File: src/rtl/bis_box_ram.sv
`timescale 1ns / 1ps
`default_nettype none

module bis_box_ram #(
    parameter int DEPTH = 64,
    parameter int WIDTH = 48
) (
    input  wire logic                     i_clk,
    input  wire logic                     i_wr_en,
    input  wire logic [$clog2(DEPTH)-1:0] i_wr_addr,
    input  wire logic [WIDTH-1:0]         i_wr_data,
    input  wire logic [$clog2(DEPTH)-1:0] i_rd_addr,
    output logic      [WIDTH-1:0]         o_rd_data
);

    logic [WIDTH-1:0] r_mem [DEPTH];

    always_ff @(posedge i_clk) begin
        if (i_wr_en) begin
            r_mem[i_wr_addr] <= i_wr_data;
        end
    end

    // One read port with registered data.
    always_ff @(posedge i_clk) begin
        o_rd_data <= r_mem[i_rd_addr];
    end

endmodule

`default_nettype wire

File: config.mk
export PLATFORM = sky130hd
export DESIGN_NAME = bis_box_ram
export DESIGN_NICKNAME = d
export VERILOG_FILES = /design/src/rtl/bis_box_ram.sv
export SDC_FILE = /design/constraint.sdc
export NUM_CORES = 2
export LEC_CHECK = 0
export BUFFER_PORTS_ARGS = -buffer_cell sky130_fd_sc_hd__buf_2
export CORE_UTILIZATION = 45
export DETAILED_ROUTE_END_ITERATION = 7
export HOLD_SLACK_MARGIN = 0.02
export SYNTH_ARGS = -nofsm -noshare
export SYNTH_HDL_FRONTEND = slang
export SYNTH_SLANG_ARGS = --single-unit
File: constraint.sdc
create_clock -name i_clk -period 8.1 [get_ports i_clk]
set_input_delay 0.405 -clock i_clk [delete_from_list [all_inputs] [get_ports i_clk]]
set_output_delay 0.405 -clock i_clk [all_outputs]
set_load 0.005 [all_outputs]
==> impl_metrics.tcl <==
set metrics [dict create \
    status "finished, final reports clean" \
    core_area_mm2 0.258 \
    slew_headroom_pct 14.5 \
    synthTopCellsByCount "edfxtp_1, mux4_2, nor2_1" \
    tns_ps 0 \
    grt_setup_unrepaired "no" \
    dp_hpwl_mm 171 \
    grt_max_degree 145 \
    rows 186 \
    arrival_ps 4020 \
    postSynthAreaPerCell_um2 23.6 \
    cts_buffer_depth 4 \
    gp_congestion 0.778 \
    fin_skew_ps 75.4 \
    cts_tree "done" \
    clk_pin_slew_ps 60 \
    io_pins 110 \
    critical_path.startpoint "i_wr_addr[1]" \
    drv_slew 0 \
    cts_inserted_buffers 329 \
    powerDensity_mw_per_mm2 255 \
    fmax_ghz 0.285 \
    hp-class "input port to register" \
    r2r_cells 5 \
    finalSetupViolations 0 \
    yosysUniqueCellTypes 36 \
    worst_pin_slew_ps 1280 \
    yosysWarnings 0 \
    wl_mm 323 \
    syn-instance-count 4970 \
    final_hold_viol_count 0 \
    grt_antenna_before_repair 39 \
    dieArea_mm2 0.262 \
    antenna_left 0 \
    drive_gt1_share_pct 28.1 \
    grt_pass1_wl_mm 449 \
    final_cells 8931 \
    ys_ff_latch 3120 \
    area_delta_synth_final_pct 13.1 \
    cts_resized 0 \
    fp.dieH_um 512 \
    crit_end "r_mem[46][0]$_DFFE_PP_" \
    cts_max_level 5 \
    placement.io_buffers 109 \
    placed_area_mm2 0.122 \
    async_flop_share_pct 0 \
    crit_required_ps 8620 \
    cts.sinks 3120 \
    synth.most_common_cell "edfxtp_1" \
    synth_area_mm2 0.117 \
    grt_pass1_vias 56700 \
    post_cts_buffers 0 \
    synth_top_area_share_pct 78.8 \
    p_leak_nw 40.9 \
    final_area_mm2 0.133 \
    ys_top_cells_by_area "edfxtp_1, mux4_2, dfxtp_1" \
    start_kind "input port" \
    rrSetupSlack_ps 5820 \
    synth_nets 5032 \
    setup.worst_path.end_class "register" \
    vias 56500 \
    drt_pre_antenna_iters 5 \
    grtUsageTotal_pct 24.6 \
    reg2reg_from "r_mem[45][43]$_DFFE_PP_" \
    die_x_um 512 \
    clock_latency_ps 960 \
    place_inst 8340 \
    wl_per_cell_um 36.2 \
    period_share_pct 43.3 \
    root_buffer "clkbuf_16" \
    ys.flop_type "edfxtp_1" \
    critPathMaxFanout 31 \
    cap_violations 0 \
    ir_worst_vdd_mv 0.246 \
    drc_errors 0 \
    period_needed_ps 3510 \
    start_util_pct 45.4 \
    synth-edff-count 3072 \
    final_nets 5352 \
    ctsHoldBuffers 3 \
    gr-total-overflow 0 \
    worstSetupPathType "input port to register" \
    r2r_end "o_rd_data[43]$_DFF_P_" \
    vias_per_cell 6.33 \
    yosysTopAreaCell "edfxtp_1" \
    ys_seq_area_share_pct 79.6 \
    initialDrtViolationCount 7647 \
]
==> per-stage QoR <==
stage                     util (%)  worst slack (ps)  power [mW]  hold slack (ps)
after floorplan                  -              3410        19.1              504
after global placement        47.4              4200        19.8              782
after detailed placement      47.4              4130        19.8              782
after CTS                     51.4              4720        34.0              148
after global routing          51.4              4590        34.7              218
final                         51.4              4590        33.8              198
==> final cells by class <==
class | instances | area [um^2]
diodes | 8 | 20.0
clock buffers | 458 | 9080
clock inverters | 122 | 1070
fillers | 20000 | 125000
multi-input cells | 1568 | 22900
flip-flops and latches | 3120 | 93200
well taps | 3384 | 4230
repair buffers | 271 | 1940
==> registers in the layout, indices dropped and copies added, names as in the netlist <==
signal	flops
o_rd_data	48
r_mem	3072
==> critical path: stages <==
cell	delay (ps)
dlygate4sd3_1	600
buf_2	240
nand3_1	640
nor2_4	1110
buf_4	840
==> cell families after synthesis <==
group | count (synthesis) | share of synthesized area, %
buffers and inverters | 282 | 1.28
and+or+nand+nor | 253 | 0.957
DFF | 3120 | 79.6
muxes | 829 | 15.2
AOI/OAI and AO/OA | 486 | 3.02
==> placed cells by master (no fill, tap or decap), types with 68 or more instances in the layout <==
cell type  Yosys  final
mux4_2       754    754
a22oi_1       72     72
clkbuf_16      0    335
buf_2         98    106
o22ai_1      122    122
buf_4         62    148
clkbuf_1      98     99
nor2_1       132     68
edfxtp_1    3072   3072
a21oi_1       74     74
a221oi_1      83     83
==> per-layer routing <==
| metal | track usage [%] | wire length, um | vias up |
|---|---|---|---|
| met5 | 0 | 59 | - |
| met4 | 7.79 | 10200 | 10 |
| met3 | 4.34 | 25700 | 552 |
| met2 | 39.2 | 156000 | 2627 |
| met1 | 34.6 | 131000 | 31200 |
| li1 | - | - | 22200 |
==> worst min-delay path by stage <==
stage                          from                 endpoint  slack [ps]  depth (start not counted)
6_report              i_wr_data[38]  r_mem[49][38]$_DFFE_PP_         200                          1
3_3_place_gp   o_rd_data[1]$_DFF_P_             o_rd_data[1]         780                          1
3_5_place_dp   o_rd_data[2]$_DFF_P_             o_rd_data[2]         780                          1
5_1_grt                i_wr_data[4]   r_mem[39][4]$_DFFE_PP_         220                          1
4_1_cts                i_wr_data[4]   r_mem[49][4]$_DFFE_PP_         150                          1
2_1_floorplan          i_wr_data[0]    r_mem[0][0]$_DFFE_PP_         500                          0
==> where the power goes <==
group	switching (mW)	leakage, nW	internal (mW)
sequential	0.0697	28.0	17.9
combinational	0.964	7.95	0.548
clock	6.00	4.96	8.38
Power figures use the tool's default switching activity.
