### config.mk
export PLATFORM = sky130hd
export DESIGN_NAME = bis_iou_unit
export DESIGN_NICKNAME = d
export VERILOG_FILES = /design/src/rtl/bis_pkg.sv /design/src/rtl/bis_iou_unit.sv
export SDC_FILE = /design/constraint.sdc
export NUM_CORES = 2
export LEC_CHECK = 0
export BUFFER_PORTS_ARGS = -buffer_cell sky130_fd_sc_hd__buf_2
export CORE_ASPECT_RATIO = 1.25
export CORE_MARGIN = 4
export CORE_UTILIZATION = 60
export CTS_CLUSTER_DIAMETER = 100
export CTS_CLUSTER_SIZE = 25
export DETAILED_ROUTE_END_ITERATION = 12
export PLACE_DENSITY_LB_ADDON = 0.08
export SLEW_MARGIN = 20
export SYNTH_ARGS = -nofsm -noshare
export SYNTH_HDL_FRONTEND = slang
export SYNTH_SLANG_ARGS = --single-unit
### constraint.sdc
create_clock -name i_clk -period 16.6 [get_ports i_clk]
set_clock_uncertainty 0.1 [all_clocks]
set_input_delay 0.83 -clock i_clk [delete_from_list [all_inputs] [get_ports i_clk]]
set_output_delay 0.83 -clock i_clk [all_outputs]
set_load 0.01 [all_outputs]
### src/rtl/bis_pkg.sv
`timescale 1ns / 1ps
`default_nettype none

package bis_pkg;

    // Default sizes of the box list and of one coordinate.
    localparam int MAX_BOXES_DEF  = 64;
    localparam int COORD_BITS_DEF = 12;

    // IoU limit register: unsigned, 1 integer bit and 16 fraction bits; 1.0 or more disables suppression.
    localparam int                CFG_W         = 17;
    localparam int                LIM_FRAC      = 16;
    localparam logic [CFG_W-1:0]  IOU_LIMIT_RST = 17'd32768;

    // Sequencer states.
    typedef enum logic [3:0] {
        S_LOAD,
        S_OUT_CHK,
        S_A_LOAD,
        S_A_AREA,
        S_IN_CHK,
        S_B_LOAD,
        S_B_AREA,
        S_INTER,
        S_UNION,
        S_TEST,
        S_MARK,
        S_EMIT_CHK,
        S_EMIT_GET
    } t_state;

    // Operation of the shared IoU arithmetic unit in the current cycle.
    typedef enum logic [2:0] {
        IOU_NOP,
        IOU_LOAD_A,
        IOU_AREA_A,
        IOU_LOAD_B,
        IOU_AREA_B,
        IOU_INTER,
        IOU_UNION,
        IOU_TEST
    } t_iou_op;

endpackage

`default_nettype wire

### src/rtl/bis_iou_unit.sv
`timescale 1ns / 1ps
`default_nettype none

module bis_iou_unit import bis_pkg::*; #(
    parameter int COORD_BITS = COORD_BITS_DEF
) (
    input  wire logic                      i_clk,
    input  wire t_iou_op                   i_op,
    input  wire logic [4*COORD_BITS-1:0]   i_box,
    input  wire logic [CFG_W-1:0]          i_limit,
    output logic                           o_hit
);

    localparam int C      = COORD_BITS;
    localparam int AREA_W = 2 * C;
    localparam int UNI_W  = 2 * C + 1;
    localparam int PROD_W = UNI_W + LIM_FRAC;

    logic [C-1:0]      r_a_lx, r_a_ly, r_a_hx, r_a_hy;
    logic [C-1:0]      r_b_lx, r_b_ly, r_b_hx, r_b_hy;
    logic [AREA_W-1:0] r_area_a, r_area_b, r_inter;
    logic [C-1:0]      r_iw, r_ih;
    logic              r_ovl;
    logic [UNI_W-1:0]  r_uni;
    logic [PROD_W-1:0] r_prod;

    logic [C-1:0]        a_w, a_h, b_w, b_h;
    logic [C-1:0]        left, top, right, bottom;
    logic [UNI_W-1:0]    mul_a;
    logic [LIM_FRAC-1:0] mul_b;
    logic [PROD_W-1:0]   prod;

    // Extents clamp to zero for an inverted box.
    always_comb begin
        a_w    = (r_a_hx >= r_a_lx) ? r_a_hx - r_a_lx : '0;
        a_h    = (r_a_hy >= r_a_ly) ? r_a_hy - r_a_ly : '0;
        b_w    = (r_b_hx >= r_b_lx) ? r_b_hx - r_b_lx : '0;
        b_h    = (r_b_hy >= r_b_ly) ? r_b_hy - r_b_ly : '0;
        left   = (r_a_lx > r_b_lx) ? r_a_lx : r_b_lx;
        top    = (r_a_ly > r_b_ly) ? r_a_ly : r_b_ly;
        right  = (r_a_hx < r_b_hx) ? r_a_hx : r_b_hx;
        bottom = (r_a_hy < r_b_hy) ? r_a_hy : r_b_hy;
    end

    // Operand selection for the one shared multiplier.
    always_comb begin
        mul_a = '0;
        mul_b = '0;
        case (i_op)
            IOU_AREA_A: begin
                mul_a = UNI_W'(a_w);
                mul_b = LIM_FRAC'(a_h);
            end
            IOU_AREA_B: begin
                mul_a = UNI_W'(b_w);
                mul_b = LIM_FRAC'(b_h);
            end
            IOU_INTER: begin
                mul_a = UNI_W'(r_iw);
                mul_b = LIM_FRAC'(r_ih);
            end
            IOU_TEST: begin
                mul_a = r_uni;
                mul_b = i_limit[LIM_FRAC-1:0];
            end
            default: begin
                mul_a = '0;
                mul_b = '0;
            end
        endcase
    end

    assign prod = PROD_W'(mul_a) * PROD_W'(mul_b);

    always_ff @(posedge i_clk) begin
        case (i_op)
            IOU_LOAD_A: begin
                r_a_lx <= i_box[0*C +: C];
                r_a_ly <= i_box[1*C +: C];
                r_a_hx <= i_box[2*C +: C];
                r_a_hy <= i_box[3*C +: C];
            end
            IOU_AREA_A: begin
                r_area_a <= prod[AREA_W-1:0];
            end
            IOU_LOAD_B: begin
                r_b_lx <= i_box[0*C +: C];
                r_b_ly <= i_box[1*C +: C];
                r_b_hx <= i_box[2*C +: C];
                r_b_hy <= i_box[3*C +: C];
            end
            IOU_AREA_B: begin
                r_area_b <= prod[AREA_W-1:0];
                r_ovl    <= (right >= left) && (bottom >= top);
                r_iw     <= right - left;
                r_ih     <= bottom - top;
            end
            IOU_INTER: begin
                r_inter <= r_ovl ? prod[AREA_W-1:0] : '0;
            end
            IOU_UNION: begin
                r_uni <= UNI_W'(r_area_a) + UNI_W'(r_area_b) - UNI_W'(r_inter);
            end
            IOU_TEST: begin
                r_prod <= prod;
            end
            default: begin
            end
        endcase
    end

    // A limit of 1.0 or more never suppresses, since the intersection never
    // exceeds the union. A zero union implies a zero intersection and fails.
    assign o_hit = !i_limit[CFG_W-1] &&
                   (PROD_W'({r_inter, {LIM_FRAC{1'b0}}}) > r_prod);

endmodule

`default_nettype wire

==> impl_metrics.env <==
export IMPL_layout_common_cells="inv_1, fa_1, nand2_1, ha_1, edfxtp_1"
export IMPL_layoutNonFillerInstCount=3588
export IMPL_synth_xor_area_share_pct=2.86
export IMPL_synth_compound_area_share_pct=10.7
export IMPL_yosys_warnings=0
export IMPL_synth_top_area_share_pct=27.0
export IMPL_avgRoutedWirePerCell_um=21.9
export IMPL_clock_path_buffers=3
export IMPL_rsz0062_at_grt="no"
export IMPL_timing_final_ws_setup_ns=6.95
export IMPL_max_stage_delay_ns=0.57
export IMPL_dieArea_um2=51600
export IMPL_cts_clk_slew_worst_paths_ns=0.10
export IMPL_antenna_left=0
export IMPL_setup_tns_final_ns=0
export IMPL_num_rows=89
export IMPL_cts_tree="built"
export IMPL_fin_crit_ns=9.65
export IMPL_grt_pass1_vias=22600
export IMPL_finalCritPeriodShare_pct=58.1
export IMPL_fill_cells=3931
export IMPL_hold_slack_ns=0.395
export IMPL_final_common_cell="inv_1"
export IMPL_yosys_area_top_type="edfxtp_1"
export IMPL_crit_slowest_cell="a41o_1"
export IMPL_synth_fa_ha_area_share_pct=36.5
export IMPL_switchingPower_mw=0.683
export IMPL_p_per_area_nw_per_um2=62.6
export IMPL_slew_violations=0
export IMPL_antenna_found_initial=0
export IMPL_yosysSeqAreaShare_pct=27.0
export IMPL_placed_cell_area_um2=29800
export IMPL_arrival_ns=9.80
export IMPL_fmax_ghz=0.104
export IMPL_max_slew_margin_pct=33.3
export IMPL_netSwitchingFraction_pct=36.1
export IMPL_path_class="register to register"
export IMPL_htreeDepth=1
export IMPL_drt_wl_total_mm=78.6
export IMPL_p_leak_nw=14.2
export IMPL_cts_buffers_inserted=14
export IMPL_ys_seq_elements=259
export IMPL_p_comb_share_pct=37.1
export IMPL_yosys_most_used_dff="edfxtp_1"
export IMPL_place_congestion=0.990
export IMPL_clkPwrFrac_pct=19.8
export IMPL_drt_iter0_drc=1429
export IMPL_hold_buffers=0
export IMPL_cts_sinks=259
export IMPL_area_growth_pct=4.80
export IMPL_grt_pass1_wl_mm=124
export IMPL_cp_required_ns=16.75
export IMPL_die_h_um=253
export IMPL_worstPathMaxFanout=14
export IMPL_layout_nets=3650
export IMPL_place_ws_ns=6.94
export IMPL_post_cts_resized=0
export IMPL_fin_area_um2=30200
export IMPL_hp_class="primary input to register"
export IMPL_pwr_share_seq_pct=43.1
export IMPL_root_buffer="clkbuf_16"
export IMPL_drc=0
export IMPL_end_kind="register"
export IMPL_portBuffers=69
export IMPL_viasPerCell=5.90
export IMPL_ys_types=81
export IMPL_synthArstFlopShare_pct=0
export IMPL_synth_cells=2928
export IMPL_rrSetupSlack_ns=6.95
export IMPL_cp_common_cell="fa_1"
export IMPL_drv_cap=0
export IMPL_drive_gt1_share_pct=5.29
export IMPL_place_hpwl_mm=63.7
export IMPL_grt_ovfl_total=0
export IMPL_synthMuxAreaShare_pct=1.37
export IMPL_clock_latency_ns=0.52
export IMPL_yosys_top_cells_area="edfxtp_1, fa_1, ha_1"
export IMPL_cts_setup_buffers=0
export IMPL_synth_top_family_by_area="adder cells"
export IMPL_start_util_pct=60.9
export IMPL_placed_cells=3572
export IMPL_vdd_ir_drop_worst_v=0.000126
export IMPL_hold_viol_final=0
export IMPL_synth_nets=3627
export IMPL_via_count=21200
export IMPL_synth_area_um2=28800
export IMPL_grt_max_degree=62
export IMPL_outcome="finished, final reports clean"
export IMPL_p_int_mw=1.21
export IMPL_critPathLaunchType="register"
export IMPL_yosys_area_share_simple_pct=12.5
export IMPL_setup_viol=0
export IMPL_drtPass1Iterations=6
export IMPL_grt_total_usage_pct=31.0
export IMPL_core_area_um2=47300
export IMPL_synth_edf_count=259
export IMPL_boundaryPins=70
export IMPL_tightest_slew_ns=0.998
export IMPL_diodes=0
export IMPL_avgSynthCellArea_um2=9.84
export IMPL_die_w_um=204
[cells in the mapped netlist (all sizes together) (26+ instances only)]
library cell  number
inv              596
fa               350
nand2            337
ha               280
edfxtp           259
nor2             151
a21oi            110
o21ai             93
and2              90
a21o              80
xnor2             64
clkbuf            55
buf               33
nor2b             32
and3              31
xor2              30
nand4             27
mux2i             26
[final timing paths]
path              cells past startpoint         from         end
setup / recovery                     33    r_a_ly[0]  r_prod[39]
hold / removal                        1    i_box[32]   r_a_hx[8]
setup reg to reg                     33    r_a_ly[0]  r_prod[39]
hold reg to reg                       1  r_area_a[0]    r_uni[0]
[per-stage QoR]
stage,total power [mW],util [%]
2_1_floorplan,1.30,-
3_3_place_gp,1.51,63.0
3_5_place_dp,1.52,63.0
4_1_cts,1.90,63.8
5_1_grt,2.00,63.8
6_report,1.89,63.8
[sequential cells by signal, summed over array words and instances, names as in the netlist]
| name | count |
|---|---|
| r_ovl | 1 |
| r_uni | 25 |
| r_b_lx | 12 |
| r_iw | 12 |
| r_area_a | 24 |
| r_a_ly | 12 |
| r_inter | 24 |
| r_b_hx | 12 |
| r_b_hy | 12 |
| r_a_hx | 12 |
| r_a_hy | 12 |
| r_a_lx | 12 |
| r_ih | 12 |
| r_prod | 41 |
| r_area_b | 24 |
| r_b_ly | 12 |
[per-layer routing]
layer  share of wire (%)  GRT usage, %  vias up  wire length (µm)
li1                    -             -     9587                 -
met1                  38          36.7    10600             29600
met2                  50          54.8      765             39200
met3                 5.6          3.83      260              4410
met4                 6.9          17.1        0              5440
met5                   0             0        -                 0
[logic make-up after synthesis]
kind of cell             after synthesis
AND/OR/NAND/NOR                      774
buffers and inverters                685
adder cells (fa/ha/maj)              630
AO/OA/AOI/OAI                        448
flip-flops                           259
XOR/XNOR                              94
multiplexers                          38
[power by group through the flow]
stage,combinational [mW],sequential [mW],clock [mW]
after detailed placement,0.695,0.828,0
after global routing,0.776,0.817,0.407
after CTS,0.701,0.813,0.383
after global placement,0.682,0.828,0
after floorplan,0.481,0.815,0
final,0.702,0.814,0.375
[worst max-delay path: cells and delay by family, from the launching register on]
kind | cells | cell delay [ns]
buffers and inverters | 6 | 0.56
and+or+nand+nor | 6 | 1.25
AOI/OAI and AO/OA | 12 | 2.95
DFF | 1 | 0.45
adders and majority gates | 9 | 4.06
[cell type report]
cell class	count	area (µm²)	area share, %
Clock buffer	15	375	1.24
Sequential cell	259	7780	25.8
Multi-Input combinational cell	1984	18400	61.1
Timing Repair Buffer	95	541	1.79
Clock inverter	1	16.3	0.0539
Inverter	597	2240	7.42
Tap cell	637	797	2.64
(Power assumes the default switching activity.)
